**config.mk**
```make
export PLATFORM = sky130hd
export DESIGN_NAME = utf8_text_position_counter_unit
export DESIGN_NICKNAME = d
export VERILOG_FILES = /design/src/hdl/utp_pkg.sv /design/src/hdl/utf8_text_position_counter_unit.sv /design/src/hdl/utp_byte_decode.sv
export VERILOG_INCLUDE_DIRS = /design/src /design/src/hdl
export SDC_FILE = /design/constraint.sdc
export NUM_CORES = 1
export LEC_CHECK = 0
export BUFFER_PORTS_ARGS = -buffer_cell sky130_fd_sc_hd__buf_2
export CAP_MARGIN = 15
export CORE_UTILIZATION = 50
export CTS_CLUSTER_DIAMETER = 50
export DETAILED_ROUTE_END_ITERATION = 12
export MAX_ROUTING_LAYER = met4
export PLACE_DENSITY = 0.79
export SLEW_MARGIN = 15
export SYNTH_ARGS = -nofsm -noshare
export SYNTH_HDL_FRONTEND = slang
export SYNTH_HIERARCHICAL = 1
export SYNTH_SLANG_ARGS = --single-unit
```
**constraint.sdc**
```tcl
create_clock -name clock -period 14.99 [get_ports clock]
set_input_delay 2.998 -clock clock [delete_from_list [all_inputs] [get_ports clock]]
set_output_delay 2.998 -clock clock [all_outputs]
set_load 0.02 [all_outputs]
```
**src/hdl/utf8_text_position_counter_unit_defines.svh**
```systemverilog
// Assertion macros for the counter unit.
`ifndef UTF8_TEXT_POSITION_COUNTER_UNIT_DEFINES_SVH
`define UTF8_TEXT_POSITION_COUNTER_UNIT_DEFINES_SVH

// Check that a condition implies another in the same cycle.
`define UTP_ASSERT_SAME(label, ante, cons, msg) \
   label: assert property (@(posedge clock) disable iff (reset) (ante) |-> (cons)) \
      else $error(msg);

// Check that a condition implies another in the next cycle.
`define UTP_ASSERT_NEXT(label, ante, cons, msg) \
   label: assert property (@(posedge clock) disable iff (reset) (ante) |=> (cons)) \
      else $error(msg);

`endif

```
**src/hdl/utp_pkg.sv**
```systemverilog
package utp_pkg;

   // Byte classes
   localparam logic [7:0] BYTE_NEWLINE   = 8'h0a;
   localparam logic [7:0] LEAD_TWO_MIN   = 8'hc2;
   localparam logic [7:0] LEAD_THREE_MIN = 8'he0;
   localparam logic [7:0] LEAD_FOUR_MIN  = 8'hf0;
   localparam logic [7:0] LEAD_LIMIT     = 8'hf5;
   localparam logic [7:0] CONT_MASK      = 8'hc0;
   localparam logic [7:0] CONT_TAG       = 8'h80;

   // Open sequence lengths
   localparam logic [2:0] SEQ_NONE  = 3'd0;
   localparam logic [2:0] SEQ_TWO   = 3'd2;
   localparam logic [2:0] SEQ_THREE = 3'd3;
   localparam logic [2:0] SEQ_FOUR  = 3'd4;

   // Column encodings
   localparam logic MODE_BYTES = 1'b0;
   localparam logic MODE_UTF16 = 1'b1;

   // Effect of one word on the counters and the open sequence
   typedef struct packed {
      logic       line_inc;
      logic       col_clear;
      logic [2:0] col_add;
      logic [2:0] pend_len;
      logic [1:0] pend_seen;
   } step_type;

endpackage

```
**src/hdl/utf8_text_position_counter_unit.sv**
```systemverilog
// Text position counter: takes a document one byte word per cycle, while req_stall is
// low, and at the word flagged last_byte returns the zero-based line and the column
// at that offset, the column counted in UTF-8 bytes (csr_encoding_mode 0) or UTF-16
// code units (1, the reset value). A word with no_byte set carries no byte; with
// last_byte also set it only returns the current position. A new word is taken every
// cycle while req_stall is low. Each word is first held in the input register; its
// result is then loaded into the result register and held there until rsp_stall is
// low. The line and column counters take each byte's effect from the input register
// when the pipe moves, so a new word can enter while the last one is being counted.
// While a result waits under rsp_stall the whole pipe holds and req_stall is high.
// Both counters saturate at 2^COUNT_WIDTH - 1, and the outputs at 32 bits of ones.
// Change the encoding only while no word is in flight.
`include "utf8_text_position_counter_unit_defines.svh"

module utf8_text_position_counter_unit #(
   parameter int COUNT_WIDTH = 32
) (
   input  logic        clock,
   input  logic        reset,
   // input words
   input  logic        req_valid,
   output logic        req_stall,
   input  logic [7:0]  req_text_byte,
   input  logic        req_no_byte,
   input  logic        req_last_byte,
   // results
   output logic        rsp_valid,
   input  logic        rsp_stall,
   output logic [31:0] rsp_line_number,
   output logic [31:0] rsp_column_units,
   // encoding register
   input  logic        csr_valid,
   output logic        csr_ready,
   input  logic        csr_encoding_mode
);
   import utp_pkg::*;

   // Saturating add of a small step to a counter.
   function automatic logic [COUNT_WIDTH-1:0] sat_add(input logic [COUNT_WIDTH-1:0] c,
                                                       input logic [2:0] n);
      logic [COUNT_WIDTH:0] s;
      s = {1'b0, c} + {{(COUNT_WIDTH - 2){1'b0}}, n};
      return s[COUNT_WIDTH] ? {COUNT_WIDTH{1'b1}} : s[COUNT_WIDTH-1:0];
   endfunction

   // Clamp a counter to the 32-bit output range.
   function automatic logic [31:0] clamp_out(input logic [COUNT_WIDTH-1:0] c);
      logic [63:0] e;
      e = 64'(c);
      return (e > 64'h0000_0000_ffff_ffff) ? 32'hffff_ffff : e[31:0];
   endfunction

   logic                   advance;

   // input register
   logic                   s1_valid_ff, s1_valid_in;
   logic [7:0]             s1_byte_ff;
   logic                   s1_none_ff;
   logic                   s1_last_ff;

   // counting state
   logic                   encoding_mode_ff, encoding_mode_in;
   logic [COUNT_WIDTH-1:0] line_count_ff, line_count_in;
   logic [COUNT_WIDTH-1:0] column_count_ff, column_count_in;
   logic [2:0]             pend_len_ff, pend_len_in;
   logic [1:0]             pend_seen_ff, pend_seen_in;

   // result register
   logic                   rsp_valid_ff, rsp_valid_in;
   logic [31:0]            line_out_ff, line_out_in;
   logic [31:0]            column_out_ff, column_out_in;

   step_type               step;
   logic [COUNT_WIDTH-1:0] line_next;
   logic [COUNT_WIDTH-1:0] column_next;
   logic                   take;
   logic                   emit;

   // The pipe moves whenever the result register is free or being emptied.
   assign advance   = !rsp_valid_ff || !rsp_stall;
   assign req_stall = !advance;
   assign csr_ready = 1'b1;

   assign take = advance && s1_valid_ff;
   assign emit = take && s1_last_ff;

   utp_byte_decode u_decode (
      .text_byte     (s1_byte_ff),
      .no_byte       (s1_none_ff),
      .last_byte     (s1_last_ff),
      .encoding_mode (encoding_mode_ff),
      .pend_len      (pend_len_ff),
      .pend_seen     (pend_seen_ff),
      .step          (step)
   );

   always_comb begin
      // position after this word, before the reset that follows an emission
      line_next   = step.line_inc ? sat_add(line_count_ff, 3'd1) : line_count_ff;
      column_next = step.col_clear ? {COUNT_WIDTH{1'b0}}
                                   : sat_add(column_count_ff, step.col_add);

      encoding_mode_in = (csr_valid && csr_ready) ? csr_encoding_mode : encoding_mode_ff;

      s1_valid_in = advance ? req_valid : s1_valid_ff;

      line_count_in   = line_count_ff;
      column_count_in = column_count_ff;
      pend_len_in     = pend_len_ff;
      pend_seen_in    = pend_seen_ff;
      if (take) begin
         // restart the counters once the position has been taken out
         line_count_in   = s1_last_ff ? {COUNT_WIDTH{1'b0}} : line_next;
         column_count_in = s1_last_ff ? {COUNT_WIDTH{1'b0}} : column_next;
         pend_len_in     = step.pend_len;
         pend_seen_in    = step.pend_seen;
      end

      rsp_valid_in  = advance ? emit : rsp_valid_ff;
      line_out_in   = emit ? clamp_out(line_next) : line_out_ff;
      column_out_in = emit ? clamp_out(column_next) : column_out_ff;
   end

   always_ff @(posedge clock) begin
      if (reset) begin
         s1_valid_ff      <= 1'b0;
         encoding_mode_ff <= MODE_UTF16;
         line_count_ff    <= '0;
         column_count_ff  <= '0;
         pend_len_ff      <= SEQ_NONE;
         pend_seen_ff     <= 2'd0;
         rsp_valid_ff     <= 1'b0;
      end else begin
         s1_valid_ff      <= s1_valid_in;
         encoding_mode_ff <= encoding_mode_in;
         line_count_ff    <= line_count_in;
         column_count_ff  <= column_count_in;
         pend_len_ff      <= pend_len_in;
         pend_seen_ff     <= pend_seen_in;
         rsp_valid_ff     <= rsp_valid_in;
      end
   end

   // Payload registers: load only when the pipe moves.
   always_ff @(posedge clock) begin
      if (advance) begin
         s1_byte_ff <= req_text_byte;
         s1_none_ff <= req_no_byte;
         s1_last_ff <= req_last_byte;
      end
      line_out_ff   <= line_out_in;
      column_out_ff <= column_out_in;
   end

   assign rsp_valid        = rsp_valid_ff;
   assign rsp_line_number  = line_out_ff;
   assign rsp_column_units = column_out_ff;

   // A final word always leaves a result behind it.
   `UTP_ASSERT_NEXT(a_emit_result, emit, rsp_valid_ff, "final word left no result")
   // After a result the counters and the open sequence start again from zero.
   `UTP_ASSERT_NEXT(a_emit_restart, emit,
      (line_count_ff == '0) && (column_count_ff == '0) && (pend_len_ff == SEQ_NONE),
      "counters not restarted after result")
   // Byte mode never opens a sequence.
   `UTP_ASSERT_NEXT(a_bytes_no_open,
      take && (encoding_mode_ff == MODE_BYTES) && (pend_len_ff == SEQ_NONE),
      pend_len_ff == SEQ_NONE, "sequence opened in byte mode")
   // An open sequence has always taken fewer continuations than it needs.
   `UTP_ASSERT_SAME(a_seen_bound, pend_len_ff != SEQ_NONE,
      ({1'b0, pend_seen_ff} + 3'd1) < pend_len_ff, "open sequence overfilled")

endmodule

```
**src/hdl/utp_byte_decode.sv**
```systemverilog
module utp_byte_decode (
   input  logic [7:0]      text_byte,
   input  logic            no_byte,
   input  logic            last_byte,
   input  logic            encoding_mode,
   input  logic [2:0]      pend_len,
   input  logic [1:0]      pend_seen,
   output utp_pkg::step_type step
);
   import utp_pkg::*;

   logic [2:0] seen_inc;
   logic [2:0] flush_amt;
   logic [2:0] byte_add;
   logic [2:0] len_b;
   logic [1:0] seen_b;
   logic       line_inc;
   logic       col_clear;

   always_comb begin
      seen_inc  = {1'b0, pend_seen} + 3'd1;
      flush_amt = 3'd0;
      byte_add  = 3'd0;
      len_b     = pend_len;
      seen_b    = pend_seen;
      line_inc  = 1'b0;
      col_clear = 1'b0;
      if (!no_byte) begin
         if ((pend_len != SEQ_NONE) && (encoding_mode == MODE_UTF16) &&
             ((text_byte & CONT_MASK) == CONT_TAG)) begin
            // continuation: complete the sequence or take one more byte
            if ((seen_inc + 3'd1) >= pend_len) begin
               byte_add = (pend_len == SEQ_FOUR) ? 3'd2 : 3'd1;
               len_b    = SEQ_NONE;
               seen_b   = 2'd0;
            end else begin
               seen_b = seen_inc[1:0];
            end
         end else begin
            // close a broken sequence, then treat the byte as fresh
            flush_amt = (pend_len != SEQ_NONE) ? seen_inc : 3'd0;
            len_b     = SEQ_NONE;
            seen_b    = 2'd0;
            if (text_byte == BYTE_NEWLINE) begin
               line_inc  = 1'b1;
               col_clear = 1'b1;
            end else if ((encoding_mode == MODE_BYTES) || (text_byte < LEAD_TWO_MIN) ||
                         (text_byte >= LEAD_LIMIT)) begin
               byte_add = flush_amt + 3'd1;
            end else begin
               byte_add = flush_amt;
               if (text_byte < LEAD_THREE_MIN) begin
                  len_b = SEQ_TWO;
               end else if (text_byte < LEAD_FOUR_MIN) begin
                  len_b = SEQ_THREE;
               end else begin
                  len_b = SEQ_FOUR;
               end
            end
         end
      end

      step.line_inc  = line_inc;
      step.col_clear = col_clear;
      step.col_add   = byte_add;
      step.pend_len  = len_b;
      step.pend_seen = seen_b;
      if (last_byte) begin
         // drop a sequence cut off by the offset, one unit per byte taken
         if (len_b != SEQ_NONE) begin
            step.col_add = byte_add + {1'b0, seen_b} + 3'd1;
         end
         step.pend_len  = SEQ_NONE;
         step.pend_seen = 2'd0;
      end
   end

endmodule
```
# == Word level (Yosys, flattened, before mapping) ==
# Cells that the tools add are included.
# op_classes
muxes,28
reduce_logical,12
eq_ne,3
bitwise,1
addsub,7
order_cmp,5
# op_table
operator,n
$mux W32,6
$mux W3,14
$add A32 B1 Y33 const B,1
$add A32 B3 Y33,1
$lt A8 B8 Y1 const B,3
$add A3 B1 Y3 const B,3
$eq A8 B4 Y1 const B,1
$ge A8 B8 Y1 const B,1
$mux W2,4
$mux W8,1
$reduce_bool A3 Y1,2
$logic_and A1 B1 Y1,4
$add A2 B1 Y3 const B,1
$add A3 B2 Y3,1
$eq A3 B3 Y1 const B,1
$ge A3 B3 Y1,1
$logic_not A1 Y1,3
$logic_or A1 B1 Y1,3
$mux W1,3
$eq A2 B2 Y1 const B,1
$not A1 Y1,1
# totals
out_inout_bits,67
word_cells,68
input_bits,16
regBits,146

# == Logic depth before layout (Yosys ltp) ==
# Gate-level depths: netlist of the first run.
# depth
ltp_word,15
depth_mapped,19
mapped_depth_nobuf,18

# == Modules after synthesis ==
# The synthesis of the first run kept the hierarchy.
# modules_own_cells
mod,cells_each,seq_area_each_um2,instances,area_each_um2
utf8_text_position_counter_unit,785,3663.5,1,7352.1
utp_byte_decode,82,0.0,1,649.4

# == Least setup slack after synthesis of the first run ==
# Ideal clock, no wire load.
# synth_path
path_kind,input-to-output
from,in rsp_stall
to,out req_stall
setup_slack_ns,8.512
t_arrival_ns,3.480
n_path_buf,0
cell_stages,2
cell_sequence,nand2_1 -> inv_1
# synth_between
elab_chain_cells,3
# synth_lines
element,line,text
"start, declared",utf8_text_position_counter_unit.sv:28,"input logic rsp_stall,"
$logic_not A1 Y1,utf8_text_position_counter_unit.sv:80,assign advance = !rsp_valid_ff || !rsp_stall;
$logic_or A1 B1 Y1,utf8_text_position_counter_unit.sv:80,
$logic_not A1 Y1,utf8_text_position_counter_unit.sv:81,assign req_stall = !advance;
"end, declared",utf8_text_position_counter_unit.sv:22,"output logic req_stall,"
# No other way between the ends.

# == Worst setup path after layout of the first run ==
# Ends and elaborated chain as after synthesis.

==> results of run 1 <==
==> critical path, stage by stage <==
cell and delay (ns):
buf_2 0.12, nand2_1 0.35, inv_1 0.11, buf_2 0.18
==> per-layer routing <==
metal,share of wire (%),vias up
li1,-,3331
met4,1.9,0
met1,45,3274
met5,0,-
met2,44,294
met3,8.9,35
==> cell families (layout without fill, tap and decap cells) <==
family                     Yosys count  count (layout)  synth area share (%)
xor gates and xnor gates            46              46                 5.035
and+or+nand+nor                    360             360                 24.41
other                                1               1               0.04687
DFF                                146             146                 45.79
AOI/OAI and AO/OA                  212             212                 16.90
adders and majority gates           13              13                 2.220
muxes                               10              10                 1.360
buffers and inverters               79             141                 4.238
==> worst min-delay path by stage <==
stage / depth (start not counted) / to / slack [ns]
2_1_floorplan: 2 / column_count_ff[0] / 0.43
3_3_place_gp: 2 / column_count_ff[0] / 0.45
3_5_place_dp: 1 / column_count_ff[2] / 0.46
4_1_cts: 2 / column_count_ff[0] / 0.47
5_1_grt: 2 / column_count_ff[0] / 0.50
6_report: 2 / column_count_ff[0] / 0.47
==> per-stage QoR <==
stage	hold WS [ns]	instance area, sq um	util (%)
finish	0.4666	9057	58.71
global route	0.5017	9057	58.71
CTS	0.4719	9057	58.71
detailed placement	0.4592	8474	54.93
global placement	0.4476	8474	54.93
floorplan	0.4315	8001	-
==> registers in the layout, summed over array words and instances, names as in the netlist <==
register          cells
s1_byte_ff            8
s1_last_ff            1
s1_none_ff            1
rsp_column_units     32
encoding_mode_ff      1
rsp_valid             1
rsp_line_number      32
pend_seen_ff          2
line_count_ff        32
column_count_ff      32
pend_len_ff           3
s1_valid_ff           1
==> power groups by stage <==
stage	sequential, W	combinational (W)	clock (W)
6_report	0.000426	0.0000357	0.000422
5_1_grt	0.000427	0.0000390	0.000442
4_1_cts	0.000426	0.0000355	0.000423
3_5_place_dp	0.000435	0.0000353	0
3_3_place_gp	0.000435	0.0000348	0
2_1_floorplan	0.000437	0.0000211	0
==> placed cells by master, fill, tap and decap left out, types with 11 or more instances in the layout <==
master	synthesis	final
nor2_1	58	57
nor4_1	12	12
and4_1	17	17
a211oi_1	14	14
xnor2_1	28	28
clkbuf_16	0	18
inv_1	21	20
and3_1	12	12
nand2_1	96	96
o21ai_0	49	49
buf_2	6	81
nand3_1	34	34
ha_1	11	11
xor2_1	18	18
dfxtp_1	72	72
a31oi_1	20	20
nand4_1	26	26
nor3_1	50	49
a21oi_1	67	67
edfxtp_1	74	74
==> layout make-up <==
cell class | count | area [sq um]
Sequential cell | 146 | 3664
Clock buffer | 22 | 475.5
Fill cell | 1386 | 6370
Inverter | 21 | 78.83
Tap cell | 211 | 264.0
Timing Repair Buffer | 88 | 457.9
Clock inverter | 10 | 107.6
Multi-Input combinational cell | 642 | 4010
==> run metrics, run 1 <==
status complete, no violations; part of the power in registers 48.2%; met1 usage 34.16%; I/O pin total 83; min setup slack post-route 8.236 ns; f_max ~150 MHz; Slew @ Worst Pin 1.002 ns; vias in the first global route 6,383; nets around 950; top post-synthesis cells by area edfxtp_1, dfxtp_1, nand2_1; die height 128.5 microns; RR Startpoint pend_seen_ff[0]; CTS tree yes; Critical Path RT between 10 and 15 ns; CTS HTree Levels 4; most used routing layer met2; unrepaired setup endpoints after global routing no; switching component of the power slightly below 0.0002 W; pin count of the biggest net entering global routing 47; Core ar. around 0.015 sq mm; Post-synth EDFFs 74; Avg WL per Cell between 15 and 20 microns; FF-to-FF End column_count_ff[5]; power after layout 0.0008842 W; CP max FO 13; Rows 45; final period utilization 45.06%; setup TNS 0 ns; die width 128.5 microns; number of port buffers 81; Post-Syn Area per Cell roughly 9.2 sq um; crit path to req_stall; DR pass1 iterations 5; final setup fails 0; WL final 19.14 mm; clock skew 0.009254 ns; Clk pwr share 47.7%; Diodes inserted 0; Synth top area share ~28%; Max Cap Violations 0; Yosys cell types 83; leading area contributor after synthesis edfxtp_1; top_reg_cell synth edfxtp_1; max-slew violations 0; count leader, synth nand2_1; WP data arrival 3.76 ns; Syn Std Cell Area 0.008001 sq mm; Slew headroom 33.18%; Clk pin slew, worst setup/hold paths 0.06 ns; Ys Warns 6; sw frac 21.95%; Tot GR Track Use between 20% and 30%; met2 global-route usage a little over a third; DP Wirelength approximately 13 mm; layout cell share with drive strength beyond 1 16.36%; endpoints failing hold 0; met3 Use GR roughly 6.1%; static leakage 3.454 nW; reg2reg path depth 19; post-synthesis sequential area ratio 45.79%; Inst Count DP 1,108; post-layout min period 6.754 ns; DRT antenna net count 0; drt initial violations a little under 700; Remaining Overflow, GRT 0; power per cell area between 90 and 100 mW/mm^2; hold path start column_count_ff[0]; routability cong. about 0.94; CP Launch Type input pin; via count 6,934; Vias/cell approximately 6; peak supply drop 0.08232 mV; clk root buf clkbuf_16; FFs w/ async S/R, synth 0%; final cell count without fillers 1,140; flops & latches, synth 146; initial antenna violation count 0; crit end category output pin; global-route wire length before repair around 32 mm; Syn-to-layout area delta 13.20%; WS Path Type in2out; drc violations 0; clk_lat worst skew between 0.4 and 0.5 ns; initial core utilization 51.87%; pre-CTS WS 8.234 ns; CTS buffer count 17; Bufs on Longest Clock Path 2; syn nets 896; list of most frequent post-synthesis cells nand2_1, edfxtp_1, dfxtp_1; crit path from rsp_stall; Power Internal 0.0006902 W; Comb pwr share 4.0%; Reg2Reg Setup Slack 9.35 ns; Die ar. 0.01651 sq mm; # clock sinks roughly 150; total setup buffers inserted after CTS 0; Worst Hold Class reg2reg; cts repair resizes 0; # hold bufs at CTS 0; Cells after Synth about 870
Note: power is estimated with default switching activity, not from simulation.
==> run 2: changes to the inputs <==
==> constraint.sdc (replaced) <==
create_clock -name clock -period 6.7 [get_ports clock]
set_input_delay 1.34 -clock clock [delete_from_list [all_inputs] [get_ports clock]]
set_output_delay 1.34 -clock clock [all_outputs]
set_load 0.02 [all_outputs]
==> run 2 against run 1 <==
Effect of this change: clock power grew 130%; hold slack lost 0.0042 ns; first-iteration DRC count is 6.1% higher; die area unchanged; wire length is 0.16% lower; design area is 0.12% higher; highest routed layer unchanged.
==> run metrics, run 2 (synthesis gave the netlist of run 1 again) <==
status complete, no violations; nets 945; drc violations 0; f_max 186.0 MHz; # hold bufs at CTS 0; DP Wirelength 12.66 mm; CP Launch Type flop; final setup fails 0; initial core utilization 51.87%; Power Internal around 0.0016 W; switching component of the power around 0.00044 W; commonest non-fill, non-tap cell in the layout nand2_1; via count about 6,900; WL final between 15 and 20 mm; die width 128.5 microns; drt initial violations about 740; routability cong. approximately 0.90; crit path buf inv count 3; CTS buffer count 17; Slew headroom about 28%; DRT antenna net count 0; final cell count without fillers around 1,100; CP max FO 20; CTS HTree Levels 4; static leakage 3.456 nW; peak supply drop 0.1763 mV; power per cell area around 220 mW/mm^2; DR pass1 iterations 6; setup TNS 0 ns; endpoints failing hold 0; Inst Count DP about 1,100; Diodes inserted 0; total setup buffers inserted after CTS 0; part of the power in registers between 40% and 50%; Bufs on Longest Clock Path 2; CP top delay family adder cells; Slew @ Worst Pin 1.073 ns; Vias/cell 6.063; worst stage delay on the critical path 0.51 ns; Die ar. 0.01651 sq mm; multi-input logic area 0.004010 sq mm; max-slew violations 0; Rows 45; Clk pin slew, worst setup/hold paths roughly 0.06 ns; clock skew 0.009967 ns; Critical Path RT 7.02 ns; pin count of the biggest net entering global routing 47; WS Path Type reg2reg; CTS tree yes; initial antenna violation count 0; Reg area 0.003664 sq mm; CP max-delay cell nand4_1; post-layout min period 5.377 ns; Comb pwr share 4.0%; Clk pwr share 48.1%; Tot GR Track Use between 20% and 30%; crit end category flop; Fillers between 1,000 and 1,500; Syn-to-layout area delta 13.34%; global-route wire length before repair 30.41 mm; final period utilization approximately four fifths; post-layout instance area 0.009069 sq mm; worst-path cell chain inv_1 -> ha_1 -> xor2_1 -> ha_1 -> a21o_1 -> a2111oi_0 -> a21oi_1 -> ha_1 -> inv_1 -> fa_1 -> mux2_4 -> fa_1 -> a21oi_1 -> nor2_1 -> nand4_1 -> buf_4 -> o21ai_0 -> a22o_1; sw frac 22.07%; I/O pin total between 80 and 90; vias in the first global route 5,995; Core Util, Final between 50% and 60%; Core ar. between 0.015 and 0.02 sq mm; most used cell, CP ha_1; Avg WL per Cell 16.77 microns; Max Cap Violations 0; cts repair resizes 0; number of port buffers 81; unrepaired setup endpoints after global routing no; Remaining Overflow, GRT 0; layout cell share with drive strength beyond 1 16.25%; Area after DPL 0.008474 sq mm; clk_lat worst skew 0.43 ns; clk root buf clkbuf_16; Worst Hold Class reg2reg; # clock sinks 146; die height 128.5 microns; WP data arrival 5.69 ns; most frequent cells in the layout nand2_1, buf_2, edfxtp_1, dfxtp_1, a21oi_1
run 2: changes by cell type in the layout (fill, tap and decap cells not counted):
| cell | previous run | this run |
|---|---|---|
| clkbuf_8 | 1 | 0 |
| clkbuf_1 | 3 | 2 |
| clkinv_1 | 0 | 2 |
| bufinv_16 | 2 | 3 |
| clkbuf_16 | 18 | 17 |
| clkinv_4 | 0 | 4 |
| inv_6 | 0 | 1 |
| clkinvlp_4 | 3 | 2 |
| clkinv_2 | 5 | 1 |
run 2: worst paths after layout:
kind	from	to	slack, ns	cells past startpoint
worst max-delay path	pend_seen_ff[0]	column_count_ff[4]	1.32	18
worst min-delay path	s1_valid_ff	s1_valid_ff	0.46	2
worst max register to register	pend_seen_ff[0]	column_count_ff[4]	1.32	18
worst min register to register	s1_valid_ff	s1_valid_ff	0.46	2
run 2: metal layers:
metal | vias to the layer above | track usage, % | part of all wire [%]
li1 | 3325 | - | -
met1 | 3238 | 34.25 | 46
met2 | 322 | 34.88 | 45
met3 | 27 | 5.198 | 8.0
met4 | 0 | 7.820 | 1.3
met5 | - | - | 0
run 2: metrics by stage:
stage / worst slack [ns] / hold slack (ns) / total power, W
2_1_floorplan: 1.922 / 0.4315 / 0.001025
3_3_place_gp: 1.557 / 0.4439 / 0.001051
3_5_place_dp: 1.429 / 0.4511 / 0.001052
4_1_cts: 1.368 / 0.4649 / 0.002002
5_1_grt: 1.041 / 0.4780 / 0.002053
6_report: 1.323 / 0.4624 / 0.001993
run 2: final cells by class:
type                            count  share of cell area (%)
Clock inverter                     13                   1.780
Sequential cell                   146                   40.40
Multi-Input combinational cell    642                   44.22
Timing Repair Buffer               88                   5.050
Inverter                           21                  0.8692
Tap cell                          211                   2.911
Clock buffer                       19                   4.774
run 2: worst register-to-register path, stage by stage, from the launching register on:
cell and delay (ns):
dfxtp_1 0.44, inv_1 0.10, ha_1 0.36, xor2_1 0.19
ha_1 0.30, a21o_1 0.19, a2111oi_0 0.43, a21oi_1 0.11
ha_1 0.21, inv_1 0.06, fa_1 0.41, mux2_4 0.30
fa_1 0.45, a21oi_1 0.27, nor2_1 0.20, nand4_1 0.51
buf_4 0.36, o21ai_0 0.13, a22o_1 0.23
run 2: power by group through the flow:
stage | sequential, W | clock, W | combinational, W
CTS | 0.000954 | 0.000968 | 0.0000793
global route | 0.000955 | 0.00101 | 0.0000866
floorplan | 0.000978 | 0 | 0.0000473
global placement | 0.000973 | 0 | 0.0000782
detailed placement | 0.000973 | 0 | 0.0000789
finish | 0.000954 | 0.000959 | 0.0000800
==> run 3: changes to the inputs <==
==> constraint.sdc (replaced) <==
create_clock -name clock -period 5.6 [get_ports clock]
set_input_delay 1.12 -clock clock [delete_from_list [all_inputs] [get_ports clock]]
set_output_delay 1.12 -clock clock [all_outputs]
set_load 0.02 [all_outputs]
==> run 3 against run 2 <==
Effect of this change: global-route usage increased by 1.2 points; non-clock buffer count rose by 4; combinational power up 20%; final cell count increased by 0.35%; count of clock-buffer cells in the layout decreased by 1; first-iteration DRC count rose by 16%; via count is 1.0% higher; fmax up 4.1%; design area increased by 0.59%; flip-flop and latch count did not move; largest power group unchanged; critical path type unchanged.
==> run metrics, run 3 (synthesis gave the netlist of run 1 again) <==
total setup buffers inserted after CTS 0; static leakage 3.477 nW; CP max-delay cell a2111oi_0; Core ar. 0.01543 sq mm; endpoints failing hold 0; pre-CTS WS 0.5695 ns; clk_lat worst skew 0.44 ns; I/O pin total just over 80; Max Cap Violations 0; drc violations 0; Bufs on Longest Clock Path 2; die width 128.5 microns; Vias/cell 6.103; Slew headroom 26.85%; WS Path Type reg2reg; Remaining Overflow, GRT 0; WP data arrival about 5.3 ns; CP Launch Type flop; via count ~7,000; DRT antenna net count 0; Critical Path RT 5.77 ns; clk root buf clkbuf_16; drt initial violations 856; final period utilization 92.22%; most frequent cells in the layout nand2_1, buf_2, edfxtp_1, dfxtp_1, a21oi_1; min setup slack post-route 0.4358 ns; nets approximately 950; DR pass1 iterations 5; layout cell share with drive strength beyond 1 16.93%; die height 128.5 microns; Slew @ Worst Pin 1.097 ns; Avg WL per Cell 17.08 microns; setup TNS 0 ns; CTS buffer count 17; DP Wirelength 12.86 mm; Die ar. roughly 0.017 sq mm; power per cell area 267.0 mW/mm^2; max-slew violations 0; CTS tree yes; Diodes inserted 0; number of port buffers 81; CTS HTree Levels 4; Fillers 1,374; final setup fails 0; # clock sinks ~150; pin count of the biggest net entering global routing 44; most used cell, CP ha_1; # hold bufs at CTS 0; Worst Hold Class reg2reg; Syn-to-layout area delta 14.01%; vias in the first global route 6,357; WL final roughly 20 mm; global-route wire length before repair 31.82 mm; CP max FO 9; status complete, no violations; Clk pin slew, worst setup/hold paths 0.06 ns; post-layout min period 5.164 ns; f_max 193.6 MHz; worst-path cell chain inv_1 -> ha_1 -> xor2_1 -> ha_1 -> a21o_1 -> a2111oi_0 -> a21oi_1 -> ha_1 -> inv_1 -> fa_1 -> mux2_4 -> fa_1 -> a21oi_1 -> nor2_1 -> and3_1 -> nor4bb_1 -> nor3_1; routability cong. between 0.9 and 1; Rows between 40 and 50; initial core utilization 51.87%; Tot GR Track Use about a quarter; unrepaired setup endpoints after global routing no; crit end category flop; cts repair resizes 0; commonest non-fill, non-tap cell in the layout nand2_1; initial antenna violation count 0; final hold slack 0.4622 ns; worst stage delay on the critical path 0.47 ns; clock skew about 0.011 ns; peak supply drop 0.1981 mV
## run 3: cell types whose count changed in the layout (fill, tap and decap cells not counted)
cell / change
clkinvlp_4: +4
inv_6: -1
clkinv_2: +2
bufinv_16: +1
clkinv_4: -3
clkinv_1: -2
clkbuf_1: -1
buf_4: +4
## run 3: final timing paths
path	end	slack, ns	depth (start not counted)	start
worst max-delay path	rsp_column_units[31]	0.44	17	pend_seen_ff[0]
worst min-delay path	s1_valid_ff	0.46	2	s1_valid_ff
worst max register to register	rsp_column_units[31]	0.44	17	pend_seen_ff[0]
worst min register to register	s1_valid_ff	0.46	2	s1_valid_ff
## run 3: cell type report
type	instances	area [sq um]	area share, %
clock buffer	18	429.2	4.704
clock inverter	14	188.9	2.071
inverter	21	78.83	0.8641
multi-input combinational	642	4010	43.96
sequential	146	3664	40.16
tap	211	264.0	2.894
timing repair buffer	92	488.0	5.349
## run 3: power by group
group / total [W] / switching, W / internal [W]
Combinational: 0.0000961 / 0.0000696 / 0.0000265
Sequential: 0.00114 / 0.00000915 / 0.00113
Clock: 0.00120 / 0.000457 / 0.000741
Total: 0.00244 / 0.000536 / 0.00190
## run 3: per-stage QoR
step	std cells	util, %	power (W)	instance area [sq um]
final	1144	59.13	0.002436	9123
after global routing	1144	59.13	0.002494	9123
after CTS	1144	59.13	0.002440	9123
after detailed placement	1112	55.13	0.001258	8504
after global placement	1112	55.13	0.001257	8504
after floorplan	867	-	0.001226	8001
## run 3: worst max-delay path: cells and delay by family (launching register included)
family                     cells  cell delay (ns)
adders and majority gates      5             1.78
AOI/OAI and AO/OA              4             1.03
and+or+nand+nor                4             0.99
DFF                            1             0.45
muxes                          1             0.30
buffers and inverters          2             0.18
xor gates and xnor gates       1             0.18
## run 3: layer usage
| metal | GRT usage [%] | routed length [microns] | vias to the layer above |
|---|---|---|---|
| li1 | - | - | 3344 |
| met1 | 33.96 | 8714 | 3284 |
| met2 | 38.16 | 8829 | 313 |
| met3 | 5.073 | 1593 | 41 |
| met4 | 10.24 | 407 | 0 |
| met5 | - | 0 | - |
